===== config.mk =====
export PLATFORM = sky130hd
export DESIGN_NAME = canonical_line_editor_top
export DESIGN_NICKNAME = d
export VERILOG_FILES = /design/src/rtl/cle_pkg.sv /design/src/rtl/canonical_line_editor_top.sv /design/src/rtl/cle_ram.sv
export SDC_FILE = /design/constraint.sdc
export NUM_CORES = 1
export LEC_CHECK = 0
export BUFFER_PORTS_ARGS = -buffer_cell sky130_fd_sc_hd__buf_2
export CORE_MARGIN = 2
export CORE_UTILIZATION = 60
export DETAILED_ROUTE_END_ITERATION = 10
export PLACE_DENSITY = 0.75
export SKIP_LAST_GASP = 1
export SLEW_MARGIN = 20
export SYNTH_ARGS = -nofsm -noshare
export SYNTH_HDL_FRONTEND = slang
export SYNTH_SLANG_ARGS = --single-unit

===== constraint.sdc =====
create_clock -name clk -period 3.6 [get_ports clk]
set_input_delay 0.54 -clock clk [delete_from_list [all_inputs] [get_ports clk]]
set_output_delay 0.54 -clock clk [all_outputs]
set_load 0.05 [all_outputs]

===== src/rtl/cle_pkg.sv =====
`timescale 1ns / 1ps
`default_nettype none

package cle_pkg;

  localparam int LEN_W = 6;
  typedef logic [LEN_W-1:0] len_t;
  typedef logic [7:0]       char_t;
  typedef logic [1:0]       kind_t;
  typedef logic [2:0]       status_t;

  // result kinds
  localparam kind_t K_ECHO  = 2'd0;
  localparam kind_t K_ERASE = 2'd1;
  localparam kind_t K_LINE  = 2'd2;
  localparam kind_t K_END   = 2'd3;

  // end status codes
  localparam status_t ST_NONE    = 3'd0;
  localparam status_t ST_NEWLINE = 3'd1;
  localparam status_t ST_LIMIT   = 3'd2;
  localparam status_t ST_CTRL_D  = 3'd3;
  localparam status_t ST_EOF     = 3'd4;
  localparam status_t ST_CANCEL  = 3'd5;

  // character codes
  localparam char_t CH_BS    = 8'h08;
  localparam char_t CH_LF    = 8'h0A;
  localparam char_t CH_CR    = 8'h0D;
  localparam char_t CH_ETX   = 8'h03;
  localparam char_t CH_EOT   = 8'h04;
  localparam char_t CH_NAK   = 8'h15;
  localparam char_t CH_DEL   = 8'h7F;
  localparam char_t CH_SPACE = 8'h20;
  localparam char_t CH_CARET = 8'h5E;
  localparam char_t CH_UC_C  = 8'h43;

  // register map
  localparam len_t LIMIT_RST = 6'd63;

endpackage

`default_nettype wire


===== src/rtl/canonical_line_editor_top.sv =====
`timescale 1ns / 1ps
`default_nettype none

// Canonical line editor. Received characters enter on the in_valid/in_ready
// channel, one transaction per character. Results leave on out_valid/out_ready:
// echoes, erase counts and, when a line ends, the stored line byte by byte with
// the end status on its final byte (one line-end item if empty or cancelled).
// last marks the final result caused by one character.
// An APB write with paddr[2] low sets line_limit; a read there returns it.
// After acceptance the editor enters a state that loads the first result into
// the output register; Ctrl+D on a non-empty line first passes through S_READ,
// which starts a memory read. Echoes, erases and line-end items are each loaded
// from their own state; each line byte passes through S_READ, which reads the
// character memory, and S_BYTE, which loads the output register. An ignored
// character is accepted in S_IDLE. The editor works on one character at a time.
// The output register lets a new character be accepted while the final result
// of the previous one still waits. When the receiver stalls, the sequence holds
// in place. Reset empties the line, sets line_limit to 63 and clears out_valid;
// the character memory itself is not cleared (only written entries are read).

module canonical_line_editor_top #(
  parameter int MAX_LINE = 63
) (
  input  wire logic            clk,
  input  wire logic            rst,
  input  wire logic            in_valid,
  output logic                 in_ready,
  input  wire cle_pkg::char_t  rx_char,
  output logic                 out_valid,
  input  wire logic            out_ready,
  output cle_pkg::kind_t       kind,
  output cle_pkg::char_t       out_byte,
  output cle_pkg::len_t        amount,
  output cle_pkg::status_t     end_status,
  output logic                 last,
  input  wire logic            psel,
  input  wire logic            penable,
  input  wire logic            pwrite,
  input  wire logic [2:0]      paddr,
  input  wire logic [31:0]     pwdata,
  output logic [31:0]          prdata,
  output logic                 pready
);

  import cle_pkg::*;

  localparam int   AW      = (MAX_LINE > 1) ? $clog2(MAX_LINE) : 1;
  localparam len_t MAX_LEN = len_t'(MAX_LINE);

  localparam logic [2:0] S_IDLE   = 3'd0;
  localparam logic [2:0] S_ECHO   = 3'd1;
  localparam logic [2:0] S_ERASE  = 3'd2;
  localparam logic [2:0] S_CANCEL = 3'd3;
  localparam logic [2:0] S_EMPTY  = 3'd4;
  localparam logic [2:0] S_READ   = 3'd5;
  localparam logic [2:0] S_BYTE   = 3'd6;

  logic [2:0]  state, state_next;
  len_t        length, length_next;
  len_t        line_limit;
  len_t        lim_eff;
  char_t       echo_byte, echo_byte_next;
  logic        do_emit, do_emit_next;
  status_t     emit_status, emit_status_next;
  len_t        erase_amt, erase_amt_next;
  len_t        emit_n, emit_n_next;
  logic [AW-1:0] idx, idx_next;
  logic [1:0]  cnt, cnt_next;
  len_t        len_new;
  logic        fin;

  logic        slot_free;
  logic        push;
  kind_t       p_kind;
  char_t       p_byte;
  len_t        p_amount;
  status_t     p_status;
  logic        p_last;

  logic        ram_we;
  logic        ram_re;
  char_t       ram_rdata;

  // configuration port
  assign pready = 1'b1;
  assign prdata = (paddr[2] == 1'b0) ? {26'd0, line_limit} : 32'd0;

  always_ff @(posedge clk) begin
    if (rst) begin
      line_limit <= LIMIT_RST;
    end else if (psel && penable && pwrite && (paddr[2] == 1'b0)) begin
      line_limit <= pwdata[LEN_W-1:0];
    end
  end

  always_comb begin
    if (line_limit == '0) begin
      lim_eff = len_t'(1);
    end else if (line_limit > MAX_LEN) begin
      lim_eff = MAX_LEN;
    end else begin
      lim_eff = line_limit;
    end
  end

  assign in_ready  = (state == S_IDLE);
  assign slot_free = !out_valid || out_ready;
  assign len_new   = (length < MAX_LEN) ? length + len_t'(1) : length;
  assign fin       = (len_t'(idx) == emit_n - len_t'(1));

  always_comb begin
    state_next       = state;
    length_next      = length;
    echo_byte_next   = echo_byte;
    do_emit_next     = do_emit;
    emit_status_next = emit_status;
    erase_amt_next   = erase_amt;
    emit_n_next      = emit_n;
    idx_next         = idx;
    cnt_next         = cnt;
    push             = 1'b0;
    p_kind           = K_ECHO;
    p_byte           = '0;
    p_amount         = '0;
    p_status         = ST_NONE;
    p_last           = 1'b0;
    ram_we           = 1'b0;
    ram_re           = 1'b0;
    case (state)
      S_IDLE: begin
        if (in_valid) begin
          if (rx_char == CH_LF || rx_char == CH_CR) begin
            echo_byte_next   = CH_LF;
            do_emit_next     = 1'b1;
            emit_status_next = ST_NEWLINE;
            state_next       = S_ECHO;
          end else if (rx_char == CH_BS || rx_char == CH_DEL) begin
            if (length != '0) begin
              length_next    = length - len_t'(1);
              erase_amt_next = len_t'(1);
              state_next     = S_ERASE;
            end
          end else if (rx_char == CH_ETX) begin
            length_next = '0;
            cnt_next    = '0;
            state_next  = S_CANCEL;
          end else if (rx_char == CH_EOT) begin
            emit_status_next = (length != '0) ? ST_CTRL_D : ST_EOF;
            emit_n_next      = length;
            length_next      = '0;
            idx_next         = '0;
            state_next       = (length == '0) ? S_EMPTY : S_READ;
          end else if (rx_char == CH_NAK) begin
            if (length != '0) begin
              erase_amt_next = length;
              length_next    = '0;
              state_next     = S_ERASE;
            end
          end else if (rx_char >= CH_SPACE && rx_char < CH_DEL) begin
            ram_we           = (length < MAX_LEN);
            length_next      = len_new;
            echo_byte_next   = rx_char;
            do_emit_next     = (len_new >= lim_eff);
            emit_status_next = ST_LIMIT;
            state_next       = S_ECHO;
          end
        end
      end
      S_ECHO: begin
        if (slot_free) begin
          push   = 1'b1;
          p_kind = K_ECHO;
          p_byte = echo_byte;
          p_last = !do_emit;
          if (do_emit) begin
            emit_n_next = length;
            length_next = '0;
            idx_next    = '0;
            state_next  = (length == '0) ? S_EMPTY : S_READ;
          end else begin
            state_next = S_IDLE;
          end
        end
      end
      S_ERASE: begin
        if (slot_free) begin
          push       = 1'b1;
          p_kind     = K_ERASE;
          p_amount   = erase_amt;
          p_last     = 1'b1;
          state_next = S_IDLE;
        end
      end
      S_CANCEL: begin
        if (slot_free) begin
          push     = 1'b1;
          cnt_next = cnt + 2'd1;
          case (cnt)
            2'd0: p_byte = CH_CARET;
            2'd1: p_byte = CH_UC_C;
            2'd2: p_byte = CH_LF;
            default: begin
              p_kind     = K_END;
              p_status   = ST_CANCEL;
              p_last     = 1'b1;
              state_next = S_IDLE;
            end
          endcase
        end
      end
      S_EMPTY: begin
        if (slot_free) begin
          push       = 1'b1;
          p_kind     = K_END;
          p_status   = emit_status;
          p_last     = 1'b1;
          state_next = S_IDLE;
        end
      end
      S_READ: begin
        ram_re     = 1'b1;
        state_next = S_BYTE;
      end
      S_BYTE: begin
        if (slot_free) begin
          push     = 1'b1;
          p_kind   = K_LINE;
          p_byte   = ram_rdata;
          p_amount = emit_n;
          p_status = fin ? emit_status : ST_NONE;
          p_last   = fin;
          if (fin) begin
            state_next = S_IDLE;
          end else begin
            idx_next   = idx + AW'(1);
            state_next = S_READ;
          end
        end
      end
      default: begin
        state_next = S_IDLE;
      end
    endcase
  end

  always_ff @(posedge clk) begin
    if (rst) begin
      state     <= S_IDLE;
      length    <= '0;
      out_valid <= 1'b0;
    end else begin
      state  <= state_next;
      length <= length_next;
      if (push) begin
        out_valid <= 1'b1;
      end else if (out_ready) begin
        out_valid <= 1'b0;
      end
    end
  end

  always_ff @(posedge clk) begin
    echo_byte   <= echo_byte_next;
    do_emit     <= do_emit_next;
    emit_status <= emit_status_next;
    erase_amt   <= erase_amt_next;
    emit_n      <= emit_n_next;
    idx         <= idx_next;
    cnt         <= cnt_next;
    if (push) begin
      kind       <= p_kind;
      out_byte   <= p_byte;
      amount     <= p_amount;
      end_status <= p_status;
      last       <= p_last;
    end
  end

  cle_ram #(
    .WIDTH (8),
    .DEPTH (MAX_LINE)
  ) u_line_store (
    .clk   (clk),
    .we    (ram_we),
    .waddr (length[AW-1:0]),
    .wdata (rx_char),
    .re    (ram_re),
    .raddr (idx),
    .rdata (ram_rdata)
  );

  a_length_bound: assert property (@(posedge clk) disable iff (rst)
    length <= MAX_LEN)
    else $error("line length above store depth");

  a_read_in_line: assert property (@(posedge clk) disable iff (rst)
    (state == S_READ || state == S_BYTE) |-> (len_t'(idx) < emit_n))
    else $error("line readout beyond finished line");

  a_status_on_last: assert property (@(posedge clk) disable iff (rst)
    (out_valid && end_status != ST_NONE) |-> last)
    else $error("end status on a result that is not the last");

  a_no_accept_busy: assert property (@(posedge clk) disable iff (rst)
    (state == S_ECHO && !slot_free) |=> (state == S_ECHO && !in_ready))
    else $error("echo dropped while output stalled");

endmodule

`default_nettype wire


===== src/rtl/cle_ram.sv =====
`timescale 1ns / 1ps
`default_nettype none

module cle_ram #(
  parameter int WIDTH = 8,
  parameter int DEPTH = 63
) (
  input  wire logic                                    clk,
  input  wire logic                                    we,
  input  wire logic [(DEPTH > 1 ? $clog2(DEPTH) : 1)-1:0] waddr,
  input  wire logic [WIDTH-1:0]                        wdata,
  input  wire logic                                    re,
  input  wire logic [(DEPTH > 1 ? $clog2(DEPTH) : 1)-1:0] raddr,
  output logic      [WIDTH-1:0]                        rdata
);

  logic [WIDTH-1:0] mem [DEPTH];

  always_ff @(posedge clk) begin
    if (we) begin
      mem[waddr] <= wdata;
    end
    if (re) begin
      rdata <= mem[raddr];
    end
  end

endmodule

`default_nettype wire

==> results.py <==
metrics = {
    "hold_path": {
        "worstHoldPathCells": 3,
        "hp-start": "pwdata[0]",
        "hold_class": "in -> reg",
        "min_to": "line_limit[0]",
    },
    "sta": {
        "grt_setup_unrepaired": "false",
        "layout_min_cycle_time_ns": 3.18,
        "slew_headroom": 0.342,
        "fin_crit_sh": 0.884,
        "fin_skew_ns": 0.0150,
        "hold_viol": 0,
        "finalSetupTns_ns": 0,
        "worst_slew_pin_slew_ns": 0.984,
        "timing.fmax_mhz": 314,
        "slew_viol_final": 0,
        "setup_viol": 0,
    },
    "detailed_routing": {
        "wl_met3_um": 4510,
        "final_antenna_net_count": 0,
        "via_per_inst": 6.37,
        "routed_wl_um": 52300,
        "dr_wl_met2_um": 25300,
        "wl_met1_um": 21100,
        "drc": 0,
        "dr.pass1.iters": 5,
        "num_vias": 12600,
        "wl_per_cell_um": 26.5,
        "drtIter0Drc": 1329,
        "topRoutingLayerUsed": "met4",
    },
    "clock_network": {
        "cts.path.max_buffers": 3,
        "clk-insertion-delay-late_ns": 0.61,
        "clk_pin_slew_ns": 0.06,
        "postCtsSetupRepairBufs": 0,
        "clkSinkCount": 580,
        "numCtsBuffers": 55,
        "cts_root_buf": "clkbuf_16",
        "cts_tree": "yes",
        "cts_max_level": 2,
        "ctsResizeCount": 0,
        "ctsHoldBuffers": 0,
    },
    "synth": {
        "synth_compound_area_frac": 0.0375,
        "synth_area_um2": 23900,
        "ys_types": 66,
        "post-synth-top-area-cell": "edfxtp_1",
        "ys_top_cells_by_area": "edfxtp_1, mux4_2, nor2_1",
        "ys_ff_latch": 580,
        "yosys.area_share.simple": 0.0573,
        "synth_top_area_frac": 0.709,
        "synth_top_family_by_area": "multiplexers",
        "synth_adder_area_share": 0.00838,
        "yosysSeqAreaShare": 0.722,
        "yosysMostFrequentCell": "edfxtp_1",
        "synth-xor-area-share": 0.00623,
        "synth_common_cells": "edfxtp_1, mux4_2, nor2_1",
        "synthFlopType": "edfxtp_1",
        "synthCells": 1329,
        "syn_area_per_cell_um2": 18.0,
        "yosys_warnings": 0,
        "synth-edff-count": 564,
        "async_reset_ff_frac": 0,
        "muxShareOfSynthArea": 0.143,
    },
    "setup_path": {
        "cp.required_ns": 3.82,
        "crit_chain": "ha_1 -> nand2_1 -> nor2_1 -> nor4_2 -> and2_1 -> nand3_1 -> buf_4 -> nor2_1",
        "critPathMaxStageDelay_ns": 0.74,
        "rr_worst_depth": 8,
        "cp_common_cell": "nor2_1",
        "start_kind": "flip-flop",
        "arrival_ns": 3.41,
        "cp_top_family": "simple AND/OR/NAND/NOR gates",
        "cp_slowest_cell": "nor2_1",
        "r2r_end": "u_line_store.mem[14][2]",
        "worst-path-max-fanout": 8,
        "critPathKind": "reg -> reg",
        "rrSetupSlack_ns": 0.42,
        "endpoint_kind": "flip-flop",
        "regToRegStartpoint": "length[0]",
        "path_buf_inv": 1,
    },
    "global_route": {
        "grt-ovfl-total": 0,
        "grt_max_degree": 72,
        "antenna_found_initial": 1,
        "grt_pass1_wl_um": 78600,
        "grt_use_total": 0.261,
        "grt_pass1_vias": 12364,
    },
    "finish": {
        "layout.nets": 1475,
        "nFillCells": 2526,
        "syn_to_final_growth_pct": 11.2,
        "layout-drive-gt1-share": 0.222,
        "diodes": 0,
        "stdcell_count": 1977,
        "final_util": 0.672,
    },
    "floorplan": {
        "initial_core_util": 0.604,
        "fp.dieArea_um2": 41400,
        "die-height_um": 204,
        "io_pins": 105,
        "fp.dieW_um": 204,
        "rows": 73,
        "coreArea_um2": 39500,
    },
    "flow_run": {
        "cap_violations": 0,
    },
    "pwr": {
        "power_w": 0.0171,
        "p_leak_nw": 8.66,
        "vdd_drop_max_mv": 0.649,
        "power_density_nw_per_um2": 644,
    },
    "placement": {
        "hpwl_um": 32500,
        "placed_cells": 1877,
        "place_congestion": 0.867,
        "port_buffers": 49,
    },
    "run_status": {
        "status": "finished, final reports clean",
    },
}
## worst max-delay path by stage
stage                     from  depth (start not counted)  slack [ns]                       to
finish               length[0]                          8        0.42  u_line_store.mem[14][2]
global route          state[2]                          9        0.19  u_line_store.mem[14][7]
CTS                  length[0]                          8        0.43  u_line_store.mem[14][7]
detailed placement  rx_char[5]                          8        0.22  u_line_store.mem[14][7]
global placement    rx_char[5]                          8        0.32  u_line_store.mem[14][0]
floorplan             state[1]                          9        0.81  u_line_store.mem[30][0]
## area by class of cell
type,instances,area [um2],share of cell area
Clock inverter,33,288,0.0108
Inverter,19,71.3,0.00268
Clock buffer,67,1440,0.0543
Timing Repair Buffer,100,728,0.0274
Tap cell,525,657,0.0247
Sequential cell,580,17300,0.650
Multi-Input combinational cell,653,6120,0.230
## power breakdown
| group | internal [W] | switching (W) |
|---|---|---|
| clock network | 0.00319 | 0.00243 |
| registers | 0.00770 | 0.000133 |
| logic | 0.00138 | 0.00226 |
## worst min-delay path, delay by kind of cell
kind	cells	cell delay, ns
buf+inv	1	0.08
mux	1	0.05
simple gates	1	0.06
## metal layers
layer	up-vias	global-route usage
met2	649	0.409
met4	0	0.0803
li1	5418	-
met3	89	0.0473
met5	-	0
met1	6444	0.382
## stage by stage
step	hold slack (ns)	instance area, um2	worst slack [ns]
after floorplan	0.406	24000	0.814
after global placement	0.504	24800	0.317
after detailed placement	0.519	24800	0.220
after CTS	0.130	26600	0.427
after global routing	0.174	26600	0.190
final	0.161	26600	0.417
## flip-flops by register name (all words and copies together), names as in the netlist, 2 cells and up
register	cells
u_line_store.rdata	8
end_status	3
line_limit	6
u_line_store.mem	504
state	3
emit_n	6
erase_amt	6
kind	2
out_byte	8
length	6
amount	6
idx	6
emit_status	3
echo_byte	8
cnt	2
## layout by cell type, fill, tap and decap left out, types with 12 or more instances in the layout
master | Yosys | routed
nor3_1 | 22 | 22
nor2b_1 | 16 | 16
mux2i_1 | 32 | 32
buf_4 | 35 | 43
conb_1 | 2 | 27
mux4_2 | 135 | 135
inv_1 | 18 | 18
clkbuf_16 | 0 | 56
a21oi_1 | 16 | 16
nand2_1 | 59 | 59
a211oi_1 | 12 | 12
nor2_1 | 113 | 113
buf_2 | 21 | 49
a31oi_1 | 12 | 12
nand3_1 | 26 | 26
clkinv_1 | 0 | 19
o21ai_0 | 35 | 35
ha_1 | 16 | 16
edfxtp_1 | 564 | 564
dfxtp_1 | 16 | 16
## kinds of logic (layout without fill, tap and decap cells)
family	Yosys count	count (layout)
AND/OR/NAND/NOR	287	287
buffers and inverters	121	219
XOR/XNOR	17	17
flip-flops	580	580
multiplexers	171	171
other	2	27
AO/OA/AOI/OAI	135	135
adder cells (fa/ha/maj)	16	16
Note: power is estimated with default switching activity, not from simulation.
